## src/sv/hrrs_pkg.sv

```systemverilog
// Shared types, constants and saturation helper for the Hermite crossing search.
package hrrs_pkg;

  localparam int unsigned QW = 33;

  localparam logic signed [31:0] SMAX = 32'sh7fffffff;
  localparam logic signed [31:0] SMIN = 32'sh80000000;

  localparam int NWT_PREP = 0;
  localparam int NWT_POST = 1;

  typedef struct packed {
    logic [30:0]        interval_len;
    logic signed [31:0] value_start;
    logic signed [31:0] value_end;
    logic signed [31:0] slope_start;
    logic signed [31:0] slope_end;
  } in_item_t;

  typedef struct packed {
    logic [30:0] crossing_time;
    logic        found;
    logic        newton_fallback;
  } out_item_t;

  typedef struct packed {
    logic               valid;
    logic               found;
    logic               flag;
    logic [30:0]        len;
    logic signed [31:0] c0;
    logic signed [31:0] c1;
    logic signed [31:0] c2;
    logic signed [31:0] c3;
    logic signed [31:0] lo;
    logic signed [31:0] hi;
    logic signed [31:0] x;
    logic signed [31:0] p;
    logic signed [31:0] d;
    logic [63:0]        num;
    logic [31:0]        den;
    logic [QW-1:0]      q;
    logic               neg;
    logic               ovf;
  } ctx_t;

  function automatic logic signed [31:0] sat32(input logic signed [63:0] v);
    if (v > 64'(SMAX)) begin
      return SMAX;
    end
    if (v < 64'(SMIN)) begin
      return SMIN;
    end
    return v[31:0];
  endfunction

endpackage

```

## src/sv/hrrs_bisect_cell.sv

```systemverilog
// Bracket update of one bisection step and choice of the next midpoint.
module hrrs_bisect_cell #(
  parameter bit LAST = 1'b0
) (
  input  logic           clk,
  input  logic           rst,
  input  logic           en,
  input  hrrs_pkg::ctx_t up,
  output hrrs_pkg::ctx_t down
);

  hrrs_pkg::ctx_t down_next;
  logic signed [32:0] sum;

  always_comb begin
    down_next = up;
    if (up.p <= 0) begin
      down_next.lo = up.x;
    end else begin
      down_next.hi = up.x;
    end
    sum = 33'(down_next.lo) + 33'(down_next.hi);
    // The last step keeps the evaluated point as the Newton start.
    if (!LAST) begin
      down_next.x = sum[32:1];
    end
  end

  always_ff @(posedge clk) begin
    if (rst) begin
      down.valid <= 1'b0;
    end else if (en) begin
      down <= down_next;
    end
  end

endmodule

```

## config.mk

```make
export PLATFORM = sky130hd
export DESIGN_NAME = hrrs_bisect_cell
export DESIGN_NICKNAME = d
export VERILOG_FILES = /design/src/sv/hrrs_pkg.sv /design/src/sv/hrrs_bisect_cell.sv
export SDC_FILE = /design/constraint.sdc
export NUM_CORES = 1
export LEC_CHECK = 0
export BUFFER_PORTS_ARGS = -buffer_cell sky130_fd_sc_hd__clkbuf_2
export CELL_PAD_IN_SITES_DETAIL_PLACEMENT = 0
export CELL_PAD_IN_SITES_GLOBAL_PLACEMENT = 1
export CORE_AREA = 8 8 349 351
export CTS_CLUSTER_SIZE = 10
export DETAILED_ROUTE_END_ITERATION = 10
export DIE_AREA = 0 0 357 359
export PLACE_DENSITY = 0.48
export RECOVER_POWER = 100
export SYNTH_ARGS = -nofsm -noshare
export SYNTH_HDL_FRONTEND = slang
export SYNTH_SLANG_ARGS = --single-unit
```

## constraint.sdc

```tcl
create_clock -name clk -period 24.1 [get_ports clk]
set_clock_uncertainty 0.15 [all_clocks]
set_input_delay 2.41 -clock clk [delete_from_list [all_inputs] [get_ports clk]]
set_output_delay 2.41 -clock clk [all_outputs]
set_load 0.02 [all_outputs]
```

==> flow_summary.json <==
{
  "power.share.combinational_pct": 14.0,
  "drive_gt1_share_pct": 25.86,
  "die_area_sq_um": 128200,
  "rows": 126,
  "antenna_found_initial": 66,
  "grt_usage_pct": 13.78,
  "end_kind": "register",
  "synth.distinct_cells": 56,
  "cts_tree": "yes",
  "worstSetupStartpointType": "input port",
  "regMostFlops": "down",
  "ctsHoldBuffers": 0,
  "cts_max_level": 2,
  "internal_power_uw": 1501,
  "synth_area_per_cell_sq_um": 20.59,
  "power_frac_seq_pct": 46.5,
  "insertion_delay_ps": 640,
  "cts_root_buf": "clkbuf_16",
  "yosys_warnings": 0,
  "critPathArrivalTime_ps": 11050,
  "place_ws_ps": 16170,
  "io_buffer_count": 908,
  "grt_pass1_vias": 12633,
  "layout_setup_ws_ps": 13010,
  "power_density_nw_per_um2": 87.44,
  "drcViolationCount": 0,
  "post_cts_resize_count": 0,
  "synth-seq-cells": 453,
  "design.core.area_sq_um": 116700,
  "ir_worst_vdd_v": 0.00004591,
  "grt_pass1_wl_um": 120000,
  "fp.dieH_um": 359,
  "ant_nets": 0,
  "synth_edf_count": 452,
  "fin_nets": 2239,
  "power_uw": 2075,
  "routed_via_density": 3.542,
  "setup.worst_path.class": "in2reg",
  "cts.clk_slew.worst_paths_ps": 50,
  "violations": "capacitance limit, slew limit",
  "slew_violations": 520,
  "cp_max_fo": 82,
  "p_clk_share_pct": 39.5,
  "finalCriticalPeriod_ps": 11090,
  "fill_cells": 12853,
  "seq_area_frac_synth_pct": 84.19,
  "hold_path.class": "reg2reg",
  "slew_headroom_pct": -198.9,
  "cts_setup_buffers": 0,
  "area_growth_pct": 46.97,
  "synth_fp_nets": 1272,
  "status": "finished with violations",
  "worstMarginPinSlew_ps": 4484,
  "postSynthCellCount": 784,
  "synthArstFlopShare_pct": 0,
  "drt-wirelength-per-cell_um": 27.98,
  "required_ps": 24070,
  "numCtsBuffers": 57,
  "vias": 11833,
  "gp_congestion": 0.8967,
  "largestRegisters": "down: 453 flops",
  "drt_iter0_markers": 706,
  "cts.sinks": 453,
  "tns_ps": 0,
  "finalHoldViolCount": 0,
  "rsz0062_at_grt": "no",
  "design.portCount": 909,
  "setup_viol": 0,
  "switching_power_uw": 574.1,
  "ys.flop_type": "edfxtp_1",
  "grt_max_degree": 83,
  "clockBufferDepth": 3,
  "switching_share_pct": 27.67,
  "wirelength_um": 93500,
  "synth_area_sq_um": 16150,
  "first_pass_iters": 8,
  "grt_overflow": 0,
  "max_cap_viol_count": 10,
  "finalCritPeriodShare_pct": 46.00,
  "dp_hpwl_um": 80160,
  "fp.dieW_um": 357,
  "initial_core_util_pct": 13.84,
  "largest_reg_flops": 453,
  "power_leakage_uw": 0.008397,
  "max_freq_mhz": 90.20
}
[kinds of logic (layout without fill, tap and decap cells)]
kind of cell | Yosys count | count (layout) | share of synthesized area (%)
AOI/OAI and AO/OA | 101 | 101 | 4.255
adders and majority gates | 32 | 32 | 2.526
xor gates and xnor gates | 23 | 23 | 1.248
muxes | 64 | 64 | 4.448
and+or+nand+nor | 85 | 85 | 2.697
buffers and inverters | 26 | 1025 | 0.6355
DFF | 453 | 453 | 84.19
other | 0 | 22 | 0
[per-layer routing]
layer  track usage (%)  up-vias  part of all wire (%)
met4             5.295        8                   3.8
met3             7.978      180                    14
met2             22.38      699                    46
met1             14.62     5843                    36
li1                  -     5103                     -
met5             1.423        -                  0.32
[worst max-delay path, stage by stage]
cell	delay (ps)
clkbuf_1	120
nor2b_1	180
clkbuf_1	2790
clkbuf_1	2040
clkbuf_1	3240
[cell usage in the layout (no fill, tap or decap), types with 3 or more instances in the layout]
cell type  instances
xor2_1            12
xnor2_1           11
a21oi_1           26
o21ai_0           19
a21o_1             9
bufinv_16          4
and3_1             3
o21bai_1           3
nand4_1            7
clkbuf_2         380
inv_1             17
nand2b_1           3
o31ai_1            3
nand2_1           25
edfxtp_1         452
nor4_1             8
a211oi_1           5
clkinv_2           4
mux2_2             4
nor2b_1            4
diode_2           22
clkinv_1          10
mux2_1            58
a31oi_1            7
clkbuf_1         547
a21boi_0           4
nor2_1            18
ha_1              31
nand3_1            8
o21a_1             5
clkbuf_16         58
[final cells by class]
type                            count  area, sq um  area share [%]
Multi-Input combinational cell    305         2431           10.25
Sequential cell                   453        13590           57.28
Clock buffer                       70         1496           6.306
Inverter                           17        63.81          0.2689
Clock inverter                     21        246.5           1.039
Timing Repair Buffer              917         3921           16.53
Antenna cell                       22        55.05          0.2320
Tap cell                         1536         1922           8.099
[synth_stat cells, types with 3 or more instances]
master,instances,area [sq um]
nand3_1,8,40.04
xor2_1,12,105.1
o21ai_0,12,60.06
nand2_1,25,93.84
a21oi_1,26,130.1
inv_1,17,63.81
nor4_1,9,56.30
nor2_1,17,63.81
a31oi_1,6,37.54
a21o_1,9,67.56
o21ai_1,8,40.04
nand4_1,7,43.79
edfxtp_1,452,13570
ha_1,31,387.9
and3_1,3,18.77
nor2b_1,4,25.02
o21a_1,5,37.54
a21boi_0,3,22.52
a211oi_1,3,22.52
nand2b_1,3,18.77
o21bai_1,3,22.52
mux2_2,62,698.2
clkbuf_1,7,26.28
xnor2_1,11,96.34
o31ai_1,3,22.52
[through the flow]
step | hold slack [ps] | cell area, sq um | std cells | util, %
floorplan | 428.8 | 16150 | 784 | -
global placement | 354.1 | 22660 | 3228 | 19.43
detailed placement | 350.1 | 22660 | 3228 | 19.43
CTS | 371.6 | 24400 | 3319 | 20.92
global route | 410.8 | 23710 | 3332 | 20.32
finish | 368.5 | 23730 | 3341 | 20.34
[power by group through the flow]
stage / clock network, uW / registers, uW / logic, uW
floorplan: 0 / 1070 / 81.7
global placement: 0 / 979 / 314
detailed placement: 0 / 979 / 314
CTS: 856 / 964 / 315
global route: 880 / 971 / 314
finish: 820 / 966 / 290
[final timing paths]
path	from	to	slack [ps]	cells past startpoint
max	en	down[68]	13010	5
min	down[452]	down[452]	370	2
max reg2reg	down[452]	down[452]	23360	2
min reg2reg	down[452]	down[452]	370	2
Note: power is estimated with default switching activity, not from simulation.
