--- config.mk ---
export PLATFORM = sky130hd
export DESIGN_NAME = hrrs_div_cell
export DESIGN_NICKNAME = d
export VERILOG_FILES = /design/src/sv/hrrs_pkg.sv /design/src/sv/hrrs_div_cell.sv
export SDC_FILE = /design/constraint.sdc
export NUM_CORES = 1
export LEC_CHECK = 0
export ABC_AREA = 0
export BUFFER_PORTS_ARGS = -buffer_cell sky130_fd_sc_hd__buf_2
export CELL_PAD_IN_SITES_DETAIL_PLACEMENT = 0
export CELL_PAD_IN_SITES_GLOBAL_PLACEMENT = 1
export CORE_AREA = 2 2 355 357
export DETAILED_ROUTE_END_ITERATION = 10
export DIE_AREA = 0 0 357 359
export GPL_TIMING_DRIVEN = 0
export PLACE_DENSITY_LB_ADDON = 0.1
export SETUP_SLACK_MARGIN = 0.1
export SLEW_MARGIN = 20
export SYNTH_ARGS = -nofsm -noshare
export SYNTH_HDL_FRONTEND = slang
export SYNTH_SLANG_ARGS = --single-unit
--- constraint.sdc ---
create_clock -name clk -period 30.6 [get_ports clk]
set_input_delay 6.12 -clock clk [delete_from_list [all_inputs] [get_ports clk]]
set_output_delay 6.12 -clock clk [all_outputs]
set_load 0.03 [all_outputs]
--- src/sv/hrrs_pkg.sv ---
// Shared types, constants and saturation helper for the Hermite crossing search.
package hrrs_pkg;

  localparam int unsigned QW = 33;

  localparam logic signed [31:0] SMAX = 32'sh7fffffff;
  localparam logic signed [31:0] SMIN = 32'sh80000000;

  localparam int NWT_PREP = 0;
  localparam int NWT_POST = 1;

  typedef struct packed {
    logic [30:0]        interval_len;
    logic signed [31:0] value_start;
    logic signed [31:0] value_end;
    logic signed [31:0] slope_start;
    logic signed [31:0] slope_end;
  } in_item_t;

  typedef struct packed {
    logic [30:0] crossing_time;
    logic        found;
    logic        newton_fallback;
  } out_item_t;

  typedef struct packed {
    logic               valid;
    logic               found;
    logic               flag;
    logic [30:0]        len;
    logic signed [31:0] c0;
    logic signed [31:0] c1;
    logic signed [31:0] c2;
    logic signed [31:0] c3;
    logic signed [31:0] lo;
    logic signed [31:0] hi;
    logic signed [31:0] x;
    logic signed [31:0] p;
    logic signed [31:0] d;
    logic [63:0]        num;
    logic [31:0]        den;
    logic [QW-1:0]      q;
    logic               neg;
    logic               ovf;
  } ctx_t;

  function automatic logic signed [31:0] sat32(input logic signed [63:0] v);
    if (v > 64'(SMAX)) begin
      return SMAX;
    end
    if (v < 64'(SMIN)) begin
      return SMIN;
    end
    return v[31:0];
  endfunction

endpackage

--- src/sv/hrrs_div_cell.sv ---
// One restoring quotient bit of the Newton correction division.
module hrrs_div_cell #(
  parameter int BIT = 0
) (
  input  logic           clk,
  input  logic           rst,
  input  logic           en,
  input  hrrs_pkg::ctx_t up,
  output hrrs_pkg::ctx_t down
);

  hrrs_pkg::ctx_t down_next;
  logic [63:0] sub;

  always_comb begin
    down_next = up;
    sub       = 64'(up.den) << BIT;
    if (up.num >= sub) begin
      down_next.num    = up.num - sub;
      down_next.q[BIT] = 1'b1;
    end
  end

  always_ff @(posedge clk) begin
    if (rst) begin
      down.valid <= 1'b0;
    end else if (en) begin
      down <= down_next;
    end
  end

endmodule

==> results.py <==
metrics = {
    "finish": {
        "drive_above_1_share_pct": 51.87,
        "areaGrowthSynthToFinish_pct": 53.80,
        "final_cell_mix": "buf_2, edfxtp_1, nand2_1",
        "layout_commonest_cell": "buf_2",
        "final_util_pct": 20.76,
        "top_regs": "down x453",
        "largest-register": "down",
        "largest_reg_flops": 453,
        "layout.nets": 2449,
    },
    "power_and_ir_drop": {
        "pwr-share-clk_pct": 40.7,
        "seqPwrFrac_pct": 44.1,
        "p_int_w": 0.001203,
        "combPwrFrac_pct": 15.2,
        "leakage_nw": 10.29,
        "peakVddDrop_v": 0.00004255,
        "power_w": 0.001687,
        "swShare_pct": 28.66,
        "switching_power_w": 0.0004835,
        "powerDensity_mw_per_mm2": 65.22,
    },
    "floorplanning": {
        "fp.dieArea_mm2": 0.1282,
        "core-area_mm2": 0.1246,
        "row_count": 130,
        "die_w_um": 357,
        "die_h_um": 359,
        "ioPinCount": 909,
        "initial_core_util_pct": 13.50,
    },
    "place": {
        "post-dp-hpwl_um": 72930,
        "pre_cts_slack_ns": 19.94,
        "routabilityCongestion": 0.8031,
        "portBuffers": 906,
    },
    "drt": {
        "post-route-drc-count": 0,
        "dr.pass1.iters": 5,
        "via_per_inst": 3.501,
        "drt_iter0_drc": 600,
        "ant_nets": 0,
        "dr_total_vias": 12880,
        "wl_per_cell_um": 23.51,
        "wl_um": 86480,
    },
    "run_status": {
        "status": "complete, no violations",
    },
    "sta": {
        "hold_viol_final": 0,
        "period_needed_ns": 9.743,
        "clock_skew_ns": 0,
        "rsz0062_at_grt": "false",
        "fmax_mhz": 102.6,
        "finalSetupViolations": 0,
        "hold_ws_ns": 0.5061,
        "period_share_pct": 31.84,
        "timing.final.ws_setup_ns": 20.86,
        "worst_pin_slew_ns": 1.076,
        "drv_slew": 0,
        "slew_headroom_pct": 27.62,
    },
    "logic_synthesis": {
        "ys_ff_latch": 453,
        "synthArstFlopShare_pct": 0,
        "syn_inst": 971,
        "ys_warn_count": 0,
        "synth_area_mm2": 0.01682,
        "synth_top_family_by_area": "simple AND/OR/NAND/NOR gates",
        "synth_adder_area_share_pct": 2.500,
        "synth_simple_gate_area_share_pct": 6.153,
        "synth_compound_area_share_pct": 5.885,
        "ys_seq_area_share_pct": 80.83,
        "yosysUniqueCellTypes": 61,
        "postSynthAreaPerCell_um2": 17.32,
        "muxShareOfSynthArea_pct": 0.1265,
        "synth-xor-area-share_pct": 3.073,
        "syn_nets": 1460,
        "synth_edf_count": 452,
        "synth_ff_type": "edfxtp_1",
    },
    "hold_path": {
        "hold_class": "reg -> reg",
        "worstHoldStart": "down[452]",
        "hold_end": "down[452]",
        "holdPathStages": 2,
    },
    "clocking": {
        "post_cts_buffers": 0,
        "cts.clk_slew.worst_paths_ns": 0.06,
        "cts_buffers": 60,
        "ctsResizeCount": 0,
        "cts_hold_repair.buffers": 0,
        "cts_root_buf": "clkbuf_16",
        "htreeDepth": 2,
        "clk_path_buf_depth": 3,
        "clk_latency_ns": 0.66,
        "cts_tree": "yes",
        "cts_num_sinks": 453,
    },
    "global_routing": {
        "antenna_found_initial": 108,
        "grt-ovfl-total": 0,
        "grt_start_max_net_pins": 30,
        "grt_pass1_wl_um": 114700,
        "grt_pass1_vias": 13570,
        "grtUsageTotal_pct": 12.94,
    },
    "worst_setup_path": {
        "crit_type": "in -> reg",
        "regToRegStartpoint": "down[452]",
        "crit_arrival_ns": 10.14,
        "path_max_fanout": 6,
        "endpoint_kind": "flip-flop",
        "worst-r2r-cell-count": 2,
        "ff2ff_setup_slack_ns": 30.01,
        "startpoint_type": "input port",
        "r2r-end": "down[452]",
        "worstPathRequired_ns": 30.99,
    },
    "flow_run": {
        "drv_cap": 0,
    },
}
## power groups by stage
stage | registers, W | logic (W) | clock network, W
floorplan | 0.000866 | 0.0000501 | 0
global placement | 0.000789 | 0.000254 | 0
detailed placement | 0.000757 | 0.000260 | 0
CTS | 0.000745 | 0.000261 | 0.000723
global route | 0.000748 | 0.000274 | 0.000743
finish | 0.000744 | 0.000256 | 0.000687
## metrics by stage
stage / setup TNS (ns) / instance area (um^2) / std cells
3_3_place_gp: -3863.83 / 23420 / 3527
2_1_floorplan: 0 / 16820 / 971
6_report: 0 / 25860 / 3678
5_1_grt: 0 / 25850 / 3671
4_1_cts: 0 / 25820 / 3659
3_5_place_dp: 0 / 23930 / 3548
## synthesized netlist by cell type (9+ instances only)
cell type    n  area [um^2]
ha_1        32        400.4
xnor2_1     32        280.3
nand4_1     14        87.58
nor2_1      49        183.9
edfxtp_1   452        13570
nor4_1      11        68.82
a21oi_1     47        235.2
inv_1       39        146.4
a21o_1      16        120.1
nor3_1      13        65.06
or3_1        9        56.30
nand2_1     69        259.0
clkbuf_1    14        52.55
o21ai_1     10        50.05
xor2_1      27        236.5
nand3_1     17        85.08
o21ai_0     32        160.2
## routing by layer
metal / GRT usage [%] / vias up / share of wire (%)
met2: 24.38 / 748 / 52
met1: 11.66 / 6061 / 31
met4: 4.671 / 32 / 4.2
li1: - / 5752 / -
met5: 0 / - / 0.22
met3: 6.523 / 285 / 12
## worst max-delay path by stage
stage	from	to	slack (ns)	depth (start not counted)
4_1_cts	up[35]	down[128]	20.65	12
3_3_place_gp	en	down[113]	-8.62	2
5_1_grt	up[35]	down[128]	20.40	12
6_report	up[35]	down[128]	20.86	12
3_5_place_dp	up[35]	down[128]	19.94	12
2_1_floorplan	rst	down[0]	3.19	1
## layout make-up
class                   count  area (um^2)
multi-input cells         458         3003
flip-flops and latches    453        13590
inverters                  39        146.4
clock inverters            36        327.8
plain buffers              21        93.84
diodes                     19        47.55
repair buffers            927         5030
well taps                1650         2064
clock buffers              75         1558
fillers                 13660        98730
## worst max-delay path: stages
cell and delay, ns:
buf_2 0.14, ha_1 0.25, fa_1 0.46, nand2b_1 0.22, a211oi_1 0.41, o21ai_0 0.22, o211ai_1 0.25, a21oi_4 0.18
a2111oi_1 0.79, nor3b_2 0.69, o311ai_2 0.23, xnor2_1 0.17
## logic make-up (layout without fill, tap and decap cells)
group,Yosys count,after routing
AOI/OAI and AO/OA,153,153
xor gates and xnor gates,59,59
adders and majority gates,33,33
buffers and inverters,60,1098
DFF,453,453
muxes,2,2
other,0,19
and+or+nand+nor,211,211
Note: power is estimated with default switching activity, not from simulation.
