`config.mk`:
```
export PLATFORM = sky130hd
export DESIGN_NAME = hrrs_newton_cell
export DESIGN_NICKNAME = d
export VERILOG_FILES = /design/src/sv/hrrs_pkg.sv /design/src/sv/hrrs_newton_cell.sv
export SDC_FILE = /design/constraint.sdc
export NUM_CORES = 1
export LEC_CHECK = 0
export BUFFER_PORTS_ARGS = -buffer_cell sky130_fd_sc_hd__buf_4
export CAP_MARGIN = 20
export CORE_AREA = 5 5 354 356
export CTS_BUF_LIST = sky130_fd_sc_hd__clkbuf_16
export DETAILED_ROUTE_END_ITERATION = 16
export DIE_AREA = 0 0 359 361
export GPL_ROUTABILITY_DRIVEN = 0
export MAX_ROUTING_LAYER = met4
export PLACE_DENSITY = 0.33
export SYNTH_ARGS = -nofsm -noshare
export SYNTH_HDL_FRONTEND = slang
export SYNTH_SLANG_ARGS = --single-unit
export TNS_END_PERCENT = 30
```
`constraint.sdc`:
```
create_clock -name clk -period 50.7 [get_ports clk]
set_input_delay 15.21 -clock clk [delete_from_list [all_inputs] [get_ports clk]]
set_output_delay 15.21 -clock clk [all_outputs]
set_load 0.03 [all_outputs]
```
`src/sv/hrrs_pkg.sv`:
```
// Shared types, constants and saturation helper for the Hermite crossing search.
package hrrs_pkg;

  localparam int unsigned QW = 33;

  localparam logic signed [31:0] SMAX = 32'sh7fffffff;
  localparam logic signed [31:0] SMIN = 32'sh80000000;

  localparam int NWT_PREP = 0;
  localparam int NWT_POST = 1;

  typedef struct packed {
    logic [30:0]        interval_len;
    logic signed [31:0] value_start;
    logic signed [31:0] value_end;
    logic signed [31:0] slope_start;
    logic signed [31:0] slope_end;
  } in_item_t;

  typedef struct packed {
    logic [30:0] crossing_time;
    logic        found;
    logic        newton_fallback;
  } out_item_t;

  typedef struct packed {
    logic               valid;
    logic               found;
    logic               flag;
    logic [30:0]        len;
    logic signed [31:0] c0;
    logic signed [31:0] c1;
    logic signed [31:0] c2;
    logic signed [31:0] c3;
    logic signed [31:0] lo;
    logic signed [31:0] hi;
    logic signed [31:0] x;
    logic signed [31:0] p;
    logic signed [31:0] d;
    logic [63:0]        num;
    logic [31:0]        den;
    logic [QW-1:0]      q;
    logic               neg;
    logic               ovf;
  } ctx_t;

  function automatic logic signed [31:0] sat32(input logic signed [63:0] v);
    if (v > 64'(SMAX)) begin
      return SMAX;
    end
    if (v < 64'(SMIN)) begin
      return SMIN;
    end
    return v[31:0];
  endfunction

endpackage

```
`src/sv/hrrs_newton_cell.sv`:
```
// Newton step set-up (operand magnitudes, zero slope) or update (signed, saturated step).
module hrrs_newton_cell #(
  parameter int FRAC_BITS = 16,
  parameter int MODE      = 0
) (
  input  logic           clk,
  input  logic           rst,
  input  logic           en,
  input  hrrs_pkg::ctx_t up,
  output hrrs_pkg::ctx_t down
);

  hrrs_pkg::ctx_t down_next;
  logic signed [32:0] px, dx, ap, ad;
  logic signed [34:0] qs;

  always_comb begin
    down_next = up;
    px = 33'(up.p);
    dx = 33'(up.d);
    ap = (px < 0) ? -px : px;
    ad = (dx < 0) ? -dx : dx;
    qs = up.neg ? -$signed({2'b00, up.q}) : $signed({2'b00, up.q});
    case (MODE)
      hrrs_pkg::NWT_PREP: begin
        down_next.flag = up.flag | (up.d == 0);
        down_next.num  = 64'(ap[31:0]) << FRAC_BITS;
        down_next.den  = ad[31:0];
        down_next.neg  = up.p[31] ^ up.d[31];
        down_next.q    = '0;
        down_next.ovf  = 65'(down_next.num) >= (65'(ad[31:0]) << hrrs_pkg::QW);
      end
      default: begin
        if (up.ovf) begin
          down_next.x = up.neg ? hrrs_pkg::SMAX : hrrs_pkg::SMIN;
        end else begin
          down_next.x = hrrs_pkg::sat32(64'(up.x) - 64'(qs));
        end
      end
    endcase
  end

  always_ff @(posedge clk) begin
    if (rst) begin
      down.valid <= 1'b0;
    end else if (en) begin
      down <= down_next;
    end
  end

endmodule

```
==> summary.txt <==
Finish
  • Most common cell after layout, fill and taps aside: buf_4
  • Largest Register: down
  • Max reg flops: 386
  • Most frequent cells in the layout: 719 x buf_4, 385 x edfxtp_1, 65 x conb_1
  • Synthesis-to-layout area growth: 63.1%
  • Filler cell count: approximately 13k
  • Final #Nets: 1970
  • Share of layout cells above drive strength 1: a little over half
  • Post-route cell area: ~23000 um^2
  • Top flop regs: down x386

STA
  • PnR worst setup slack: just under 30 ns
  • Final Slew Violations: 0
  • Setup TNS: 0 ns
  • Finish-stage setup viols: 0
  • Endpoints failing hold: 0
  • RSZ-0062 raised after global routing: no
  • Final clock period utilization by the worst path: between 40% and 50%
  • Final min period: around 21 ns
  • Fmax: around 47 MHz
  • Slew HR: between 20 and 30%
  • Slew @ Worst Pin: between 1 and 1.5 ns
  • Clk_skew: 0 ns

Power and ir drop
  • Part of the power in combinational logic: between 10% and 20%
  • Psw: 247 uW
  • PD cells: 39.0 nW/um^2
  • Peak supply drop: 0.0212 mV
  • Sequential power share: a little over two fifths
  • Leak: just under 9 nW
  • Clock share of power: between 40% and 50%
  • Sw Share: 27.5%
  • P_int: between 600 and 700 uW

Route
  • Drt wl/cell: between 20 and 25 um
  • # DRC: 0
  • DRT iter0 DRCs: roughly 420
  • TritonRoute pass-1 iters: 6
  • DRT Wirelength: 64900 um
  • Vias/cell: between 3 and 4
  • Vias post-DR: roughly 9.6k
  • ANT nets after route: 0

Synthesis
  • Synth top area cells: edfxtp_1 82%, buf_4 3.6%, xnor2_1 3.2%
  • Top FF cell, synth: edfxtp_1
  • Cell taking the most area after synthesis: edfxtp_1
  • Mux contribution to synthesized area: less than 1%
  • Largest family of logic cells by synthesized area: buffers and inverters
  • Mapped Avg Cell Area: approximately 19 um^2
  • Synth Instances: around 740
  • Synth warnings: 0
  • FFs w/ async S/R, synth: 0%
  • Yosys cell types: 47
  • Post-synth EDFFs: 385
  • Compound-Gate Fraction of Synth Area: under 10%
  • Post-synthesis adder-cell area fraction: roughly 1.6%
  • Top-area cell type share of the netlist area: a little over 80%
  • Simple-Gate Fraction of Synth Area: between 4 and 5%
  • Seq/Total Area, Yosys: 82.2%
  • Post-Synth XOR/XNOR Area: roughly 3.7%
  • Yosys reg bits: around 390
  • Post-synthesis instance area: 14100 um^2

Critical path
  • CP max FO: 7
  • CP Class: in2reg
  • WP data arrival: between 20 and 25 ns
  • RR Startpoint: down[452]
  • CP startpoint: up[164]
  • CP endpoint kind: register
  • Startpoint types: input pin
  • Worst EP required: ~51 ns

Global route
  • Initial antenna violation count: 15
  • Vias in the first global route: ~10k
  • Largest net degree at the start of global routing: approximately 150
  • First-pass GRT wire length: 86000 um
  • Gr ovfl total: 0
  • Aggregate global-route resource usage: 9.76%

Clocking
  • CTS buffer count: 51
  • Cts hold-fix bufs: 0
  • PostCTS Resize Cnt: 0
  • Maximum root-to-sink buffer count: 3
  • # clock sinks: 386
  • CTS tree: yes
  • Worst-path clk slew: 0.05 ns
  • H-Tree Depth: 2
  • Clock insertion delay at the later pin of the skew report: approximately 0.60 ns
  • CTS root buffer: clkbuf_16
  • Post-CTS Setup Bufs: 0

Die
  • I/O pin cnt: 909
  • Initial Utilization: 11.6%
  • Core area: around 120000 um^2
  • Die width: approximately 360 um
  • Die Footprint: roughly 130000 um^2
  • Rows: between 100 and 150
  • Die Y: between 300 and 400 um

Place
  • DP Wirelength: approximately 53000 um
  • DP Worst Slack: around 29 ns
  • IO buf count: approximately 710
  • Post-DP Area: 21200 um^2

Run status
  • Run status: complete, no violations

Job
  • Max cap viols: 0

Hold path
  • Worst min-delay path class: reg2reg
  • HP Start: down[452]
==> stage by stage <==
stage / hold WS (ns) / utilization (%) / std cells / total power [mW]
global placement: 0.514 / 17.5 / 3068 / 0.533
detailed placement: 0.493 / 17.5 / 3068 / 0.533
global route: 0.570 / 18.9 / 3167 / 0.936
finish: 0.494 / 18.9 / 3169 / 0.895
CTS: 0.506 / 18.9 / 3164 / 0.918
floorplan: 0.630 / - / 803 / 0.470
==> power groups by stage <==
stage	Sequential (mW)	Clock, mW	Combinational (mW)
after floorplan	0.442	0	0.0273
after global placement	0.391	0	0.143
after detailed placement	0.391	0	0.142
after CTS	0.385	0.391	0.142
after global routing	0.386	0.403	0.147
final	0.384	0.372	0.139
==> routing by layer <==
layer	global-route usage (%)	wire [um]
met5	-	0
met4	2.64	1520
met3	3.96	6610
met2	17.0	33000
met1	10.3	23700
==> worst paths after layout <==
path	end	slack, ns	cells after the start
setup / recovery	down[0]	29.62	16
hold / removal	down[452]	0.49	2
setup reg to reg	down[452]	50.13	2
hold reg to reg	down[452]	0.49	2
==> critical path, stage by stage <==
cell	delay, ns
buf_4	0.14
inv_1	0.09
ha_1	0.17
or3b_2	0.51
or4_1	0.74
nand2b_1	0.38
nand2b_1	0.41
o41ai_1	0.38
xnor2_1	0.35
ha_1	0.42
nand4_1	0.12
nor2_1	0.35
nand3_1	0.41
nor4b_1	0.91
nand4_1	0.48
a211oi_2	0.38
==> cells by family after synthesis <==
kind of cell,Yosys count
xor+xnor,59
mux,3
compound gates,72
flops,386
simple gates,101
other cells,1
buf+inv,99
fa+ha+maj,18
==> layout make-up <==
type	count	area, um^2	area share (%)
Multi-Input combinational cell	318	2130	9.26
Clock buffer	52	1300	5.66
Sequential cell	386	11600	50.4
Clock inverter	44	430	1.87
Tap cell	1625	2030	8.85
Inverter	19	71.3	0.310
Antenna cell	5	12.5	0.0545
Timing Repair Buffer	720	5420	23.6
==> cells in the mapped netlist (all sizes together) (4+ instances only) <==
cell,count
a21oi,5
buf,68
clkbuf,12
edfxtp,385
ha,18
inv,19
nand2,17
nand2b,4
nand3,6
nand4,5
nor2,15
nor2b,4
nor3,9
nor4,9
o21ai,26
o31ai,17
o41ai,15
or2,5
or3,5
or4,12
xnor2,51
xor2,8
(Power assumes the default switching activity.)
